`src/sv/mvae_pkg.sv`:
```
package mvae_pkg;

    localparam int NumVoicesDef = 64;
    localparam int RomSize = 160;
    localparam logic [14:0] LevelMax = 15'h7fff;

    typedef enum logic [1:0] {
        ACT_KEY_ON  = 2'd0,
        ACT_KEY_OFF = 2'd1,
        ACT_TICK    = 2'd2,
        ACT_NONE    = 2'd3
    } t_action;

    typedef enum logic [2:0] {
        PH_ATTACK  = 3'd0,
        PH_DECAY   = 3'd1,
        PH_SUSTAIN = 3'd2,
        PH_RELEASE = 3'd3,
        PH_IDLE    = 3'd4
    } t_phase_code;

    localparam logic [2:0] REG_ATTACK  = 3'd0;
    localparam logic [2:0] REG_DECAY   = 3'd1;
    localparam logic [2:0] REG_SUSTAIN = 3'd2;
    localparam logic [2:0] REG_REL_NRM = 3'd3;
    localparam logic [2:0] REG_REL_ALT = 3'd4;

    typedef struct packed {
        logic [1:0] action;
        logic [5:0] voice;
        logic [7:0] program_req;
        logic [6:0] velocity;
        logic [6:0] expression;
    } t_cmd;

    typedef struct packed {
        logic [14:0] attack_base;
        logic [14:0] decay_base;
        logic [14:0] sustain_base;
        logic [14:0] rel_normal;
        logic [14:0] rel_alt;
    } t_cfg;

    // One word of the per-voice state memory.
    typedef struct packed {
        logic [14:0] level;
        logic [2:0]  phase;
        logic [7:0]  prog;
        logic [6:0]  vel;
        logic [6:0]  expr;
    } t_voice;

    typedef enum logic [2:0] {
        BS_IDLE,
        BS_KOFF,
        BS_RD,
        BS_CALC,
        BS_VOL,
        BS_WR
    } t_bstate;

    function automatic logic [15:0] tone_word(input logic [7:0] prog);
        logic [15:0] rom [0:RomSize-1];
        rom = '{
            16'h2f72, 16'h2f72, 16'h3f72, 16'h3f72, 16'h2f80, 16'h2f80, 16'h3e80, 16'h2f80,
            16'h2e70, 16'h3740, 16'h2f80, 16'h7520, 16'h2e60, 16'h1559, 16'h3659, 16'h2e61,
            16'h7f01, 16'h7f01, 16'h7f01, 16'h7f03, 16'h7f03, 16'h7f03, 16'h7f03, 16'h7f03,
            16'h2e71, 16'h2e71, 16'h7e00, 16'h7d00, 16'h2e71, 16'h3f90, 16'h3f90, 16'h2f81,
            16'h7d21, 16'h1f80, 16'h1f80, 16'h1f90, 16'h1f70, 16'h1f70, 16'h1f71, 16'h7f61,
            16'h7f04, 16'h7f04, 16'h7f04, 16'h7f04, 16'h7f06, 16'h1649, 16'h2678, 16'h3f71,
            16'h7f06, 16'h7f06, 16'h7f06, 16'h7f06, 16'h7f04, 16'h7f03, 16'h7f03, 16'h2e64,
            16'h7f04, 16'h7f04, 16'h7f03, 16'h7f03, 16'h7f03, 16'h7f22, 16'h7f22, 16'h4f93,
            16'h6f53, 16'h6f53, 16'h6f53, 16'h6f53, 16'h7f03, 16'h7f03, 16'h7f03, 16'h7f03,
            16'h7f03, 16'h7f03, 16'h7f03, 16'h7f76, 16'h7f76, 16'h7f75, 16'h7f05, 16'h7f03,
            16'h7f01, 16'h7f01, 16'h7f74, 16'h7f82, 16'h2fb0, 16'h7f01, 16'h7f01, 16'h7f00,
            16'h7f01, 16'h7f06, 16'h7f00, 16'h7f83, 16'h7f86, 16'h7f06, 16'h7f01, 16'h7f06,
            16'h7f40, 16'h5f96, 16'h1678, 16'h7f00, 16'h7e01, 16'h7f06, 16'h7f01, 16'h7f02,
            16'h2f90, 16'h7e00, 16'h2d70, 16'h7568, 16'h1f80, 16'h7f01, 16'h7f04, 16'h7f01,
            16'h1f70, 16'h1e50, 16'h2568, 16'h1638, 16'h1568, 16'h1658, 16'h1558, 16'hf206,
            16'h7201, 16'h7404, 16'hfd06, 16'h5e80, 16'h7f00, 16'hff06, 16'hff06, 16'hac50,
            16'h7108, 16'h2428, 16'ha348, 16'h2338, 16'h7108, 16'h7109, 16'h6429, 16'hb458,
            16'h4459, 16'h3338, 16'hb348, 16'h2338, 16'h2328, 16'h2328, 16'h1328, 16'h2328,
            16'h2328, 16'h2358, 16'h2348, 16'h1428, 16'hb32b, 16'hb21a, 16'h7178, 16'h7198,
            16'h2328, 16'h2328, 16'h7108, 16'h7608, 16'h0000, 16'h0000, 16'h0000, 16'h0000
        };
        if (prog < 8'(RomSize)) begin
            return rom[prog];
        end
        return 16'h0000;
    endfunction

endpackage

```
`src/sv/mvae_front.sv`:
```
// Command front end: registers accepted commands into a two-entry queue.
module mvae_front
    import mvae_pkg::*;
#(
    parameter int NUM_VOICES = NumVoicesDef
) (
    input  logic i_clk,
    input  logic i_rst_n,
    input  logic i_push,
    input  t_cmd i_cmd,
    output logic o_full,
    output logic o_empty,
    input  logic i_pop,
    output t_cmd o_cmd
);

    t_cmd       r_q [0:1];
    logic       r_wp, r_rp;
    logic [1:0] r_cnt;
    logic       keep;

    // Commands that do nothing are dropped here rather than queued.
    assign keep = (i_cmd.action == ACT_TICK)
        || ((i_cmd.action == ACT_KEY_ON || i_cmd.action == ACT_KEY_OFF)
            && ({26'd0, i_cmd.voice} < 32'(NUM_VOICES)));
    assign o_full  = (r_cnt == 2'd2);
    assign o_empty = (r_cnt == 2'd0);
    assign o_cmd   = r_q[r_rp];

    always_ff @(posedge i_clk) begin
        if (!i_rst_n) begin
            r_wp  <= 1'b0;
            r_rp  <= 1'b0;
            r_cnt <= 2'd0;
        end else begin
            if (i_push && keep) begin
                r_q[r_wp] <= i_cmd;
                r_wp      <= ~r_wp;
            end
            if (i_pop) begin
                r_rp <= ~r_rp;
            end
            r_cnt <= r_cnt + {1'b0, i_push && keep} - {1'b0, i_pop};
        end
    end

endmodule

```
`src/sv/mvae_back.sv`:
```
// Voice engine: per-voice state in a registered-read memory, walked voice by voice on a tick.
// Entries that were never written read as an idle voice through a valid bit per voice.
module mvae_back
    import mvae_pkg::*;
#(
    parameter int NUM_VOICES = NumVoicesDef
) (
    input  logic       i_clk,
    input  logic       i_rst_n,
    input  logic       i_empty,
    input  t_cmd       i_cmd,
    output logic       o_pop,
    output logic       o_busy,
    input  t_cfg       i_cfg,
    output logic       o_strobe,
    output logic [5:0] o_out_voice,
    output logic [7:0] o_volume,
    output logic       o_last
);

    t_voice                r_mem [0:NUM_VOICES-1];
    t_voice                r_rdata;
    logic [NUM_VOICES-1:0] r_vld;
    logic                  r_rvld;

    t_bstate r_st, n_st;
    logic [5:0]  r_v;
    logic [15:0] r_d;
    logic [14:0] r_env;
    logic [2:0]  r_ph0;
    logic [7:0]  r_prog_l;
    logic [6:0]  r_vel_l, r_expr_l;
    logic [14:0] r_newenv;
    logic [2:0]  r_newph;
    logic        r_chg;
    logic [13:0] r_ve;
    logic [28:0] r_prod;
    logic        r_pend;
    logic [5:0]  r_pv;
    logic [7:0]  r_pvol;

    logic [14:0] c_env;
    logic [2:0]  c_ph;
    logic        last_v;
    t_voice      rd_eff;
    logic [15:0] koff_tone;
    logic        koff_ok;
    logic        mem_re, mem_we;
    logic [5:0]  rd_addr, wr_addr;
    t_voice      wr_data;

    assign last_v = ({26'd0, r_v} == 32'(NUM_VOICES - 1));
    assign o_busy = (r_st != BS_IDLE) || r_pend;

    // Read data as seen by the engine; an unwritten voice is idle with all other fields zero.
    always_comb begin
        rd_eff = r_rdata;
        if (!r_rvld) begin
            rd_eff       = '0;
            rd_eff.phase = PH_IDLE;
        end
    end

    assign koff_tone = tone_word(rd_eff.prog);
    assign koff_ok   = (rd_eff.phase <= PH_SUSTAIN) && !koff_tone[3];

    // State memory: one write and one registered read per cycle.
    always_ff @(posedge i_clk) begin
        if (mem_we) begin
            r_mem[wr_addr] <= wr_data;
        end
        if (mem_re) begin
            r_rdata <= r_mem[rd_addr];
        end
    end

    // Envelope advance for one voice, falling through phases.
    always_comb begin
        logic [15:0] w;
        logic [15:0] sl;
        logic [2:0]  as, ss;
        logic [3:0]  ds;
        logic        done;
        sl    = {1'b0, r_d[14:12], 12'hfff};
        as    = r_d[2:0];
        ds    = r_d[7:4];
        ss    = r_d[10:8];
        c_env = r_env;
        c_ph  = r_ph0;
        w     = 16'd0;
        done  = 1'b1;
        if (c_ph == PH_ATTACK) begin
            done = 1'b1;
            if (as != 3'd0) begin
                w = {1'b0, c_env} + {1'b0, i_cfg.attack_base >> as};
                if (w != 16'd0 && w <= {1'b0, LevelMax}) begin
                    c_env = w[14:0];
                    done  = 1'b0;
                end
            end
            if (done) begin
                c_env = LevelMax;
                c_ph  = PH_DECAY;
            end
        end
        if (c_ph == PH_DECAY && r_ph0 <= PH_DECAY) begin
            done = 1'b1;
            if (ds != 4'd0) begin
                w = {1'b0, c_env} - {1'b0, i_cfg.decay_base >> ds};
                if (!w[15] && w > sl) begin
                    c_env = w[14:0];
                    done  = 1'b0;
                end
            end
            if (done) begin
                c_env = sl[14:0];
                c_ph  = PH_SUSTAIN;
            end
        end
        if (c_ph == PH_SUSTAIN && r_ph0 <= PH_SUSTAIN) begin
            if (ss != 3'd7) begin
                w = {1'b0, c_env} - {1'b0, i_cfg.sustain_base >> ss};
                if (!w[15] && w != 16'd0) begin
                    c_env = w[14:0];
                end else begin
                    c_env = 15'd0;
                    c_ph  = PH_IDLE;
                end
            end
        end else if (c_ph == PH_RELEASE) begin
            w = {1'b0, c_env} - {1'b0, r_d[11] ? i_cfg.rel_alt : i_cfg.rel_normal};
            if (!w[15] && w != 16'd0) begin
                c_env = w[14:0];
            end else begin
                c_env = 15'd0;
                c_ph  = PH_IDLE;
            end
        end else if (c_ph > PH_RELEASE) begin
            c_ph = r_ph0;
        end
    end

    // Next state.
    always_comb begin
        n_st = r_st;
        unique case (r_st)
            BS_IDLE: begin
                if (!i_empty && !r_pend) begin
                    if (i_cmd.action == ACT_TICK) begin
                        n_st = BS_RD;
                    end else if (i_cmd.action == ACT_KEY_OFF) begin
                        n_st = BS_KOFF;
                    end
                end
            end
            BS_KOFF: n_st = BS_IDLE;
            BS_RD:   n_st = BS_CALC;
            BS_CALC: n_st = BS_VOL;
            BS_VOL:  n_st = BS_WR;
            BS_WR:   n_st = last_v ? BS_IDLE : BS_RD;
            default: n_st = BS_IDLE;
        endcase
    end

    // Queue pop and memory controls.
    always_comb begin
        o_pop   = 1'b0;
        mem_re  = 1'b0;
        mem_we  = 1'b0;
        rd_addr = r_v + 6'd1;
        wr_addr = r_v;
        wr_data = '{level: r_newenv, phase: r_newph, prog: r_prog_l, vel: r_vel_l,
                    expr: r_expr_l};
        unique case (r_st)
            BS_IDLE: begin
                if (!i_empty && !r_pend) begin
                    o_pop   = 1'b1;
                    mem_re  = (i_cmd.action != ACT_KEY_ON);
                    rd_addr = (i_cmd.action == ACT_TICK) ? 6'd0 : i_cmd.voice;
                    if (i_cmd.action == ACT_KEY_ON) begin
                        mem_we  = 1'b1;
                        wr_addr = i_cmd.voice;
                        wr_data = '{level: 15'd0, phase: PH_ATTACK, prog: i_cmd.program_req,
                                    vel: i_cmd.velocity, expr: i_cmd.expression};
                    end
                end
            end
            BS_KOFF: begin
                mem_we        = koff_ok;
                wr_data       = rd_eff;
                wr_data.phase = PH_RELEASE;
            end
            BS_WR: begin
                mem_we = 1'b1;
                mem_re = !last_v;
            end
            default: ;
        endcase
    end

    always_ff @(posedge i_clk) begin
        if (!i_rst_n) begin
            r_st     <= BS_IDLE;
            r_pend   <= 1'b0;
            o_strobe <= 1'b0;
            r_chg    <= 1'b0;
            r_vld    <= '0;
            r_rvld   <= 1'b0;
        end else begin
            r_st     <= n_st;
            o_strobe <= 1'b0;
            if (mem_re) begin
                r_rvld <= r_vld[rd_addr];
            end
            if (mem_we) begin
                r_vld[wr_addr] <= 1'b1;
            end
            unique case (r_st)
                BS_IDLE: begin
                    if (o_pop) begin
                        r_v <= (i_cmd.action == ACT_TICK) ? 6'd0 : i_cmd.voice;
                        if (i_cmd.action == ACT_KEY_ON) begin
                            o_strobe    <= 1'b1;
                            o_out_voice <= i_cmd.voice;
                            o_volume    <= 8'd0;
                            o_last      <= 1'b1;
                        end
                    end else if (r_pend) begin
                        // Held-back result of the last changed voice of a tick.
                        r_pend      <= 1'b0;
                        o_strobe    <= 1'b1;
                        o_out_voice <= r_pv;
                        o_volume    <= r_pvol;
                        o_last      <= 1'b1;
                    end
                end
                BS_RD: begin
                    r_d      <= tone_word(rd_eff.prog);
                    r_env    <= rd_eff.level;
                    r_ph0    <= rd_eff.phase;
                    r_prog_l <= rd_eff.prog;
                    r_vel_l  <= rd_eff.vel;
                    r_expr_l <= rd_eff.expr;
                end
                BS_CALC: begin
                    r_newenv <= c_env;
                    r_newph  <= c_ph;
                    r_chg    <= (c_env != r_env);
                    r_ve     <= 14'(r_vel_l * r_expr_l);
                end
                BS_VOL: begin
                    r_prod <= 29'(r_ve * r_newenv);
                end
                BS_WR: begin
                    if (r_chg) begin
                        // Emit the previously pending result, then hold this one.
                        if (r_pend) begin
                            o_strobe    <= 1'b1;
                            o_out_voice <= r_pv;
                            o_volume    <= r_pvol;
                            o_last      <= 1'b0;
                        end
                        r_pend <= 1'b1;
                        r_pv   <= r_v;
                        r_pvol <= 8'((16'(r_prod[28:22]) * 16'(r_prod[28:22])) >> 8);
                    end
                    r_v <= r_v + 6'd1;
                end
                default: ;
            endcase
        end
    end

endmodule

```
`src/sv/mvae_cfg.sv`:
```
// Configuration register file.
module mvae_cfg
    import mvae_pkg::*;
(
    input  logic        i_clk,
    input  logic        i_rst_n,
    input  logic        i_valid,
    input  logic [2:0]  i_index,
    input  logic [14:0] i_data,
    output t_cfg        o_cfg
);

    t_cfg r_cfg;
    assign o_cfg = r_cfg;

    always_ff @(posedge i_clk) begin
        if (!i_rst_n) begin
            r_cfg.attack_base  <= 15'd13107;
            r_cfg.decay_base   <= 15'd2621;
            r_cfg.sustain_base <= 15'd524;
            r_cfg.rel_normal   <= 15'd655;
            r_cfg.rel_alt      <= 15'd65;
        end else if (i_valid) begin
            unique case (i_index)
                REG_ATTACK:  r_cfg.attack_base  <= i_data;
                REG_DECAY:   r_cfg.decay_base   <= i_data;
                REG_SUSTAIN: r_cfg.sustain_base <= i_data;
                REG_REL_NRM: r_cfg.rel_normal   <= i_data;
                REG_REL_ALT: r_cfg.rel_alt      <= i_data;
                default: ;
            endcase
        end
    end

endmodule

```
`src/sv/multi_voice_adsr_envelope_top.sv`:
```
// Channel   | Handshake             | Beat contents
// command   | start, busy           | action, voice, program_req, velocity, expression
// config    | cfg_valid, cfg_ready  | cfg_index, cfg_data
// result    | o_strobe              | out_voice, volume, last
//
// A key on gives one result, registered when the engine pops it from the queue.
// A tick visits each voice in turn through its read, calc, volume and write states; a changed
// voice's result is held until the next changed voice is written, the last one after the walk.
// Synchronous active-low reset puts all voices idle and registers at defaults.
// The receiver cannot stall; busy rises only while the two-entry command queue is full,
// and cfg_ready only while the queue and engine are empty and start is low. Action 3 and
// a key on or key off with an out-of-range voice are absorbed without result.
module multi_voice_adsr_envelope_top
    import mvae_pkg::*;
#(
    parameter int NUM_VOICES = NumVoicesDef
) (
    input  logic        i_clk,
    input  logic        i_rst_n,
    input  logic        start,
    output logic        busy,
    input  logic [1:0]  i_action,
    input  logic [5:0]  i_voice,
    input  logic [7:0]  i_program_req,
    input  logic [6:0]  i_velocity,
    input  logic [6:0]  i_expression,
    input  logic        cfg_valid,
    output logic        cfg_ready,
    input  logic [2:0]  cfg_index,
    input  logic [14:0] cfg_data,
    output logic        o_strobe,
    output logic [5:0]  o_out_voice,
    output logic [7:0]  o_volume,
    output logic        o_last
);

    t_cmd cmd_in, cmd_q;
    t_cfg cfg;
    logic full, empty, pop, engine_busy;

    assign cmd_in = '{action: i_action, voice: i_voice, program_req: i_program_req,
                      velocity: i_velocity, expression: i_expression};
    // Registers are written only when no command is queued, running or being offered,
    // so a tick always sees one consistent set of rates.
    assign cfg_ready = empty && !engine_busy && !start;
    assign busy = full;

    mvae_cfg u_cfg (
        .i_clk(i_clk), .i_rst_n(i_rst_n), .i_valid(cfg_valid && cfg_ready),
        .i_index(cfg_index), .i_data(cfg_data), .o_cfg(cfg)
    );

    mvae_front #(.NUM_VOICES(NUM_VOICES)) u_front (
        .i_clk(i_clk), .i_rst_n(i_rst_n), .i_push(start && !busy), .i_cmd(cmd_in),
        .o_full(full), .o_empty(empty), .i_pop(pop), .o_cmd(cmd_q)
    );

    mvae_back #(.NUM_VOICES(NUM_VOICES)) u_back (
        .i_clk(i_clk), .i_rst_n(i_rst_n), .i_empty(empty), .i_cmd(cmd_q),
        .o_pop(pop), .o_busy(engine_busy), .i_cfg(cfg), .o_strobe(o_strobe),
        .o_out_voice(o_out_voice), .o_volume(o_volume), .o_last(o_last)
    );

endmodule
```
`config.mk`:
```
export PLATFORM = sky130hd
export DESIGN_NAME = multi_voice_adsr_envelope_top
export DESIGN_NICKNAME = d
export VERILOG_FILES = /design/src/sv/mvae_pkg.sv /design/src/sv/mvae_front.sv /design/src/sv/mvae_back.sv /design/src/sv/mvae_cfg.sv /design/src/sv/multi_voice_adsr_envelope_top.sv
export SDC_FILE = /design/constraint.sdc
export NUM_CORES = 2
export LEC_CHECK = 0
export BUFFER_PORTS_ARGS = -buffer_cell sky130_fd_sc_hd__buf_4
export CORE_MARGIN = 2
export CORE_UTILIZATION = 38
export CTS_CLUSTER_SIZE = 16
export DETAILED_ROUTE_END_ITERATION = 12
export PLACE_DENSITY = 0.58
export SETUP_SLACK_MARGIN = 0.05
export SLEW_MARGIN = 0
export SYNTH_ARGS = -nofsm -noshare
export SYNTH_HDL_FRONTEND = slang
export SYNTH_HIERARCHICAL = 1
export SYNTH_SLANG_ARGS = --single-unit
```
`constraint.sdc`:
```
create_clock -name i_clk -period 18.3 [get_ports i_clk]
set_input_delay 3.66 -clock i_clk [delete_from_list [all_inputs] [get_ports i_clk]]
set_output_delay 3.66 -clock i_clk [all_outputs]
set_load 0.01 [all_outputs]
```
==> reports/metrics.cfg <==
[logic_synthesis]
avgSynthCellArea_um2=12.0
syn_inst=11100
yosys_register_bits=2937
synth-xor-area-share_pct=0.476
muxShareOfSynthArea_pct=1.81
synth_top_family_by_area=simple AND/OR/NAND/NOR gates
yosys-top-cells-area=edfxtp_1 63%, nand2_1 8.7%, a311oi_1 3.5%
synth-simple-area-share_pct=16.1
ys_types=105
synth_top_area_share_pct=62.7
synth_compound_area_share_pct=8.75
async_reset_ff_share_pct=0
netlist_area_um2=133000
synth_seq_area_share_pct=65.0
synth-edff-count=2786
synth_fa_ha_area_share_pct=4.98
synth_top_area_cell=edfxtp_1
synth_warnings=6
synth_nets=11600
synth-main-ff-cell=edfxtp_1

[routing]
vias=91100
via_per_inst=5.74
drc=0
drt_iter0_markers=10200
dr.pass1.iters=8
wirelength_mm=416
ant_nets=0
wire_per_inst_um=26.2

[grt]
grt_pass1_vias=87600
grt_pass1_wl_mm=604
track_usage_pct=22.7
grt_max_degree=162
overflow=0
antenna_found_initial=7

[clock_network]
cts_tree=built
root_buffer=clkbuf_16
clk-insertion-delay-late_ns=0.94
cts.sinks=2937
post_cts_buffers=0
cts_hold_buf=0
cts_buffers=316
clkTransAtPathRegs_ns=0.06
cts_max_level=5
clock_path_buffers=4
postCtsResizedCells=0

[critical_path]
crit_path_start_kind=flop
cp.buffers_inverters=6
path_delay_family=compound AO/OA/AOI/OAI gates
required_ns=19.07
cp-end-kind=flop
path_class=flop to flop
cp_slowest_cell=edfxtp_1
cp_slowest_stage_delay_ns=0.82
path_max_fanout=16
worstPathArrival_ns=17.04

[floorplanning]
die-area_um2=356000
fp.dieH_um=597
coreArea_um2=349000
fp-row-count=217
initial_utilization_pct=38.2
io_pins=70
die_x_um=597

[cells_and_area]
final_nets=11500
area_growth_pct=12.3
fillCellCount=31700
final_layout_size_suffix_gt1_share_pct=8.93

[sta]
timing.setup.tns_ns=0
hold_ws_ns=0.461
skew_ns=0.0639
finalHoldViolations=0
period_share_pct=88.9
worst_pin_slew_ns=1.40
setup_violations=0
slew_violations=0
fmax_mhz=61.5
period_minus_slack_ns=16.27
rsz0062_at_grt=no
relSlewSlack_pct=6.85

[place]
gp_congestion=0.881
dp_hpwl_mm=236
port_buffers=69

[min_path]
hp-class=flop to flop

[power_and_ir_drop]
clkPwrFrac_pct=26.0
comb_power_share_pct=40.3
internal_power_uw=14300
powerDensity_nw_per_um2=162
switching_share_pct=40.9
p_sw_uw=9890
p_leak_uw=0.0528
seq_power_share_pct=33.7
peakVddDrop_mv=0.174

[job]
maxCapViolCount=0

[outcome]
status=finished clean

-- logic make-up (layout without fill, tap and decap cells) --
kind of cell,after synthesis,after routing
buffers and inverters,1024,1167
DFF,2937,2937
adders and majority gates,415,415
xor gates and xnor gates,71,71
other,0,6
muxes,223,223
and+or+nand+nor,4910,4910
AOI/OAI and AO/OA,1538,1538
-- path summary, 6_finish.rpt --
kind	slack, ns	to	cells after the start	start
max reg2reg	2.03	u_back/r_chg$_SDFFE_PN0N_	57	u_back/r_d[0]$_SDFFCE_PN0P_
min reg2reg	0.46	u_cfg/o_cfg[29]$_SDFFE_PN0P_	2	u_cfg/o_cfg[29]$_SDFFE_PN0P_
min	0.46	u_cfg/o_cfg[29]$_SDFFE_PN0P_	2	u_cfg/o_cfg[29]$_SDFFE_PN0P_
max	2.03	u_back/r_chg$_SDFFE_PN0N_	57	u_back/r_d[0]$_SDFFCE_PN0P_
-- routing by layer --
metal	GRT usage (%)	vias up	part of all wire (%)
met5	0	-	0.0031
met4	5.52	2	2.4
met3	3.70	584	7.9
met2	37.0	3772	47
met1	31.6	46300	43
li1	-	40500	-
-- final cells by class --
class / instances / area (µm²) / share of cell area (%)
clock inverter: 171 / 1730 / 1.15
multi-input combinational: 7157 / 43700 / 29.1
timing repair buffer: 316 / 2590 / 1.73
sequential: 2937 / 86700 / 57.8
inverter: 278 / 1040 / 0.696
tap: 4599 / 5750 / 3.84
antenna: 6 / 15.0 / 0.0100
clock buffer: 402 / 8380 / 5.59
-- worst min-delay path, cell delays in order (launching register included) --
cell     delay, ns
dfxtp_1       0.30
nand2_1       0.05
mux2i_1       0.05
-- synth_stat cells (138+ instances only) --
| master | number |
|---|---|
| a311oi_1 | 539 |
| o21ai_0 | 146 |
| and2_1 | 159 |
| and3_1 | 347 |
| clkbuf_1 | 668 |
| ha_1 | 222 |
| mux2i_1 | 160 |
| nand3_1 | 705 |
| a21oi_1 | 231 |
| fa_1 | 193 |
| nor3_1 | 138 |
| inv_1 | 273 |
| dfxtp_1 | 151 |
| nand2_1 | 3082 |
| edfxtp_1 | 2786 |
| nor2_1 | 272 |
-- power groups by stage --
stage	Clock, µW	Combinational (µW)	Sequential (µW)
4_1_cts	6400	9660	8150
3_3_place_gp	0	9530	8290
6_report	6300	9760	8160
5_1_grt	6660	10500	8160
2_1_floorplan	0	6040	8290
3_5_place_dp	0	9630	8290
-- metrics by stage --
step	cell area, µm²	util (%)	instances	power, µW	worst slack (ns)
finish	150000	42.9	15900	24200	2.03
global route	150000	42.9	15900	25300	0.820
CTS	150000	42.9	15900	24200	2.04
detailed placement	140000	40.0	15300	17900	2.13
global placement	140000	40.0	15300	17800	1.99
floorplan	133000	-	11100	14300	6.67
-- placed cells by master (no fill, tap or decap), drive strengths merged, types with 193 or more instances in the layout --
cell,Yosys,final
edfxtp,2786,2786
and3,348,348
inv,273,289
nand3,705,705
ha,222,222
fa,193,193
a21oi,235,235
a311oi,539,539
nand2,3085,3085
clkbuf,668,402
nor2,273,273
buf,78,316
-- state kept, by name (all words and copies together) (netlist names), 14 cells and up, named ones only --
register and flops:
u_back/r_d 14, u_back/r_env 15, u_back/r_mem 2560, u_back/r_newenv 15, u_back/r_rdata 40, u_back/r_ve 14
u_back/r_vld 64, u_cfg/o_cfg 75, u_front/r_q 60
Note: power is estimated with default switching activity, not from simulation.
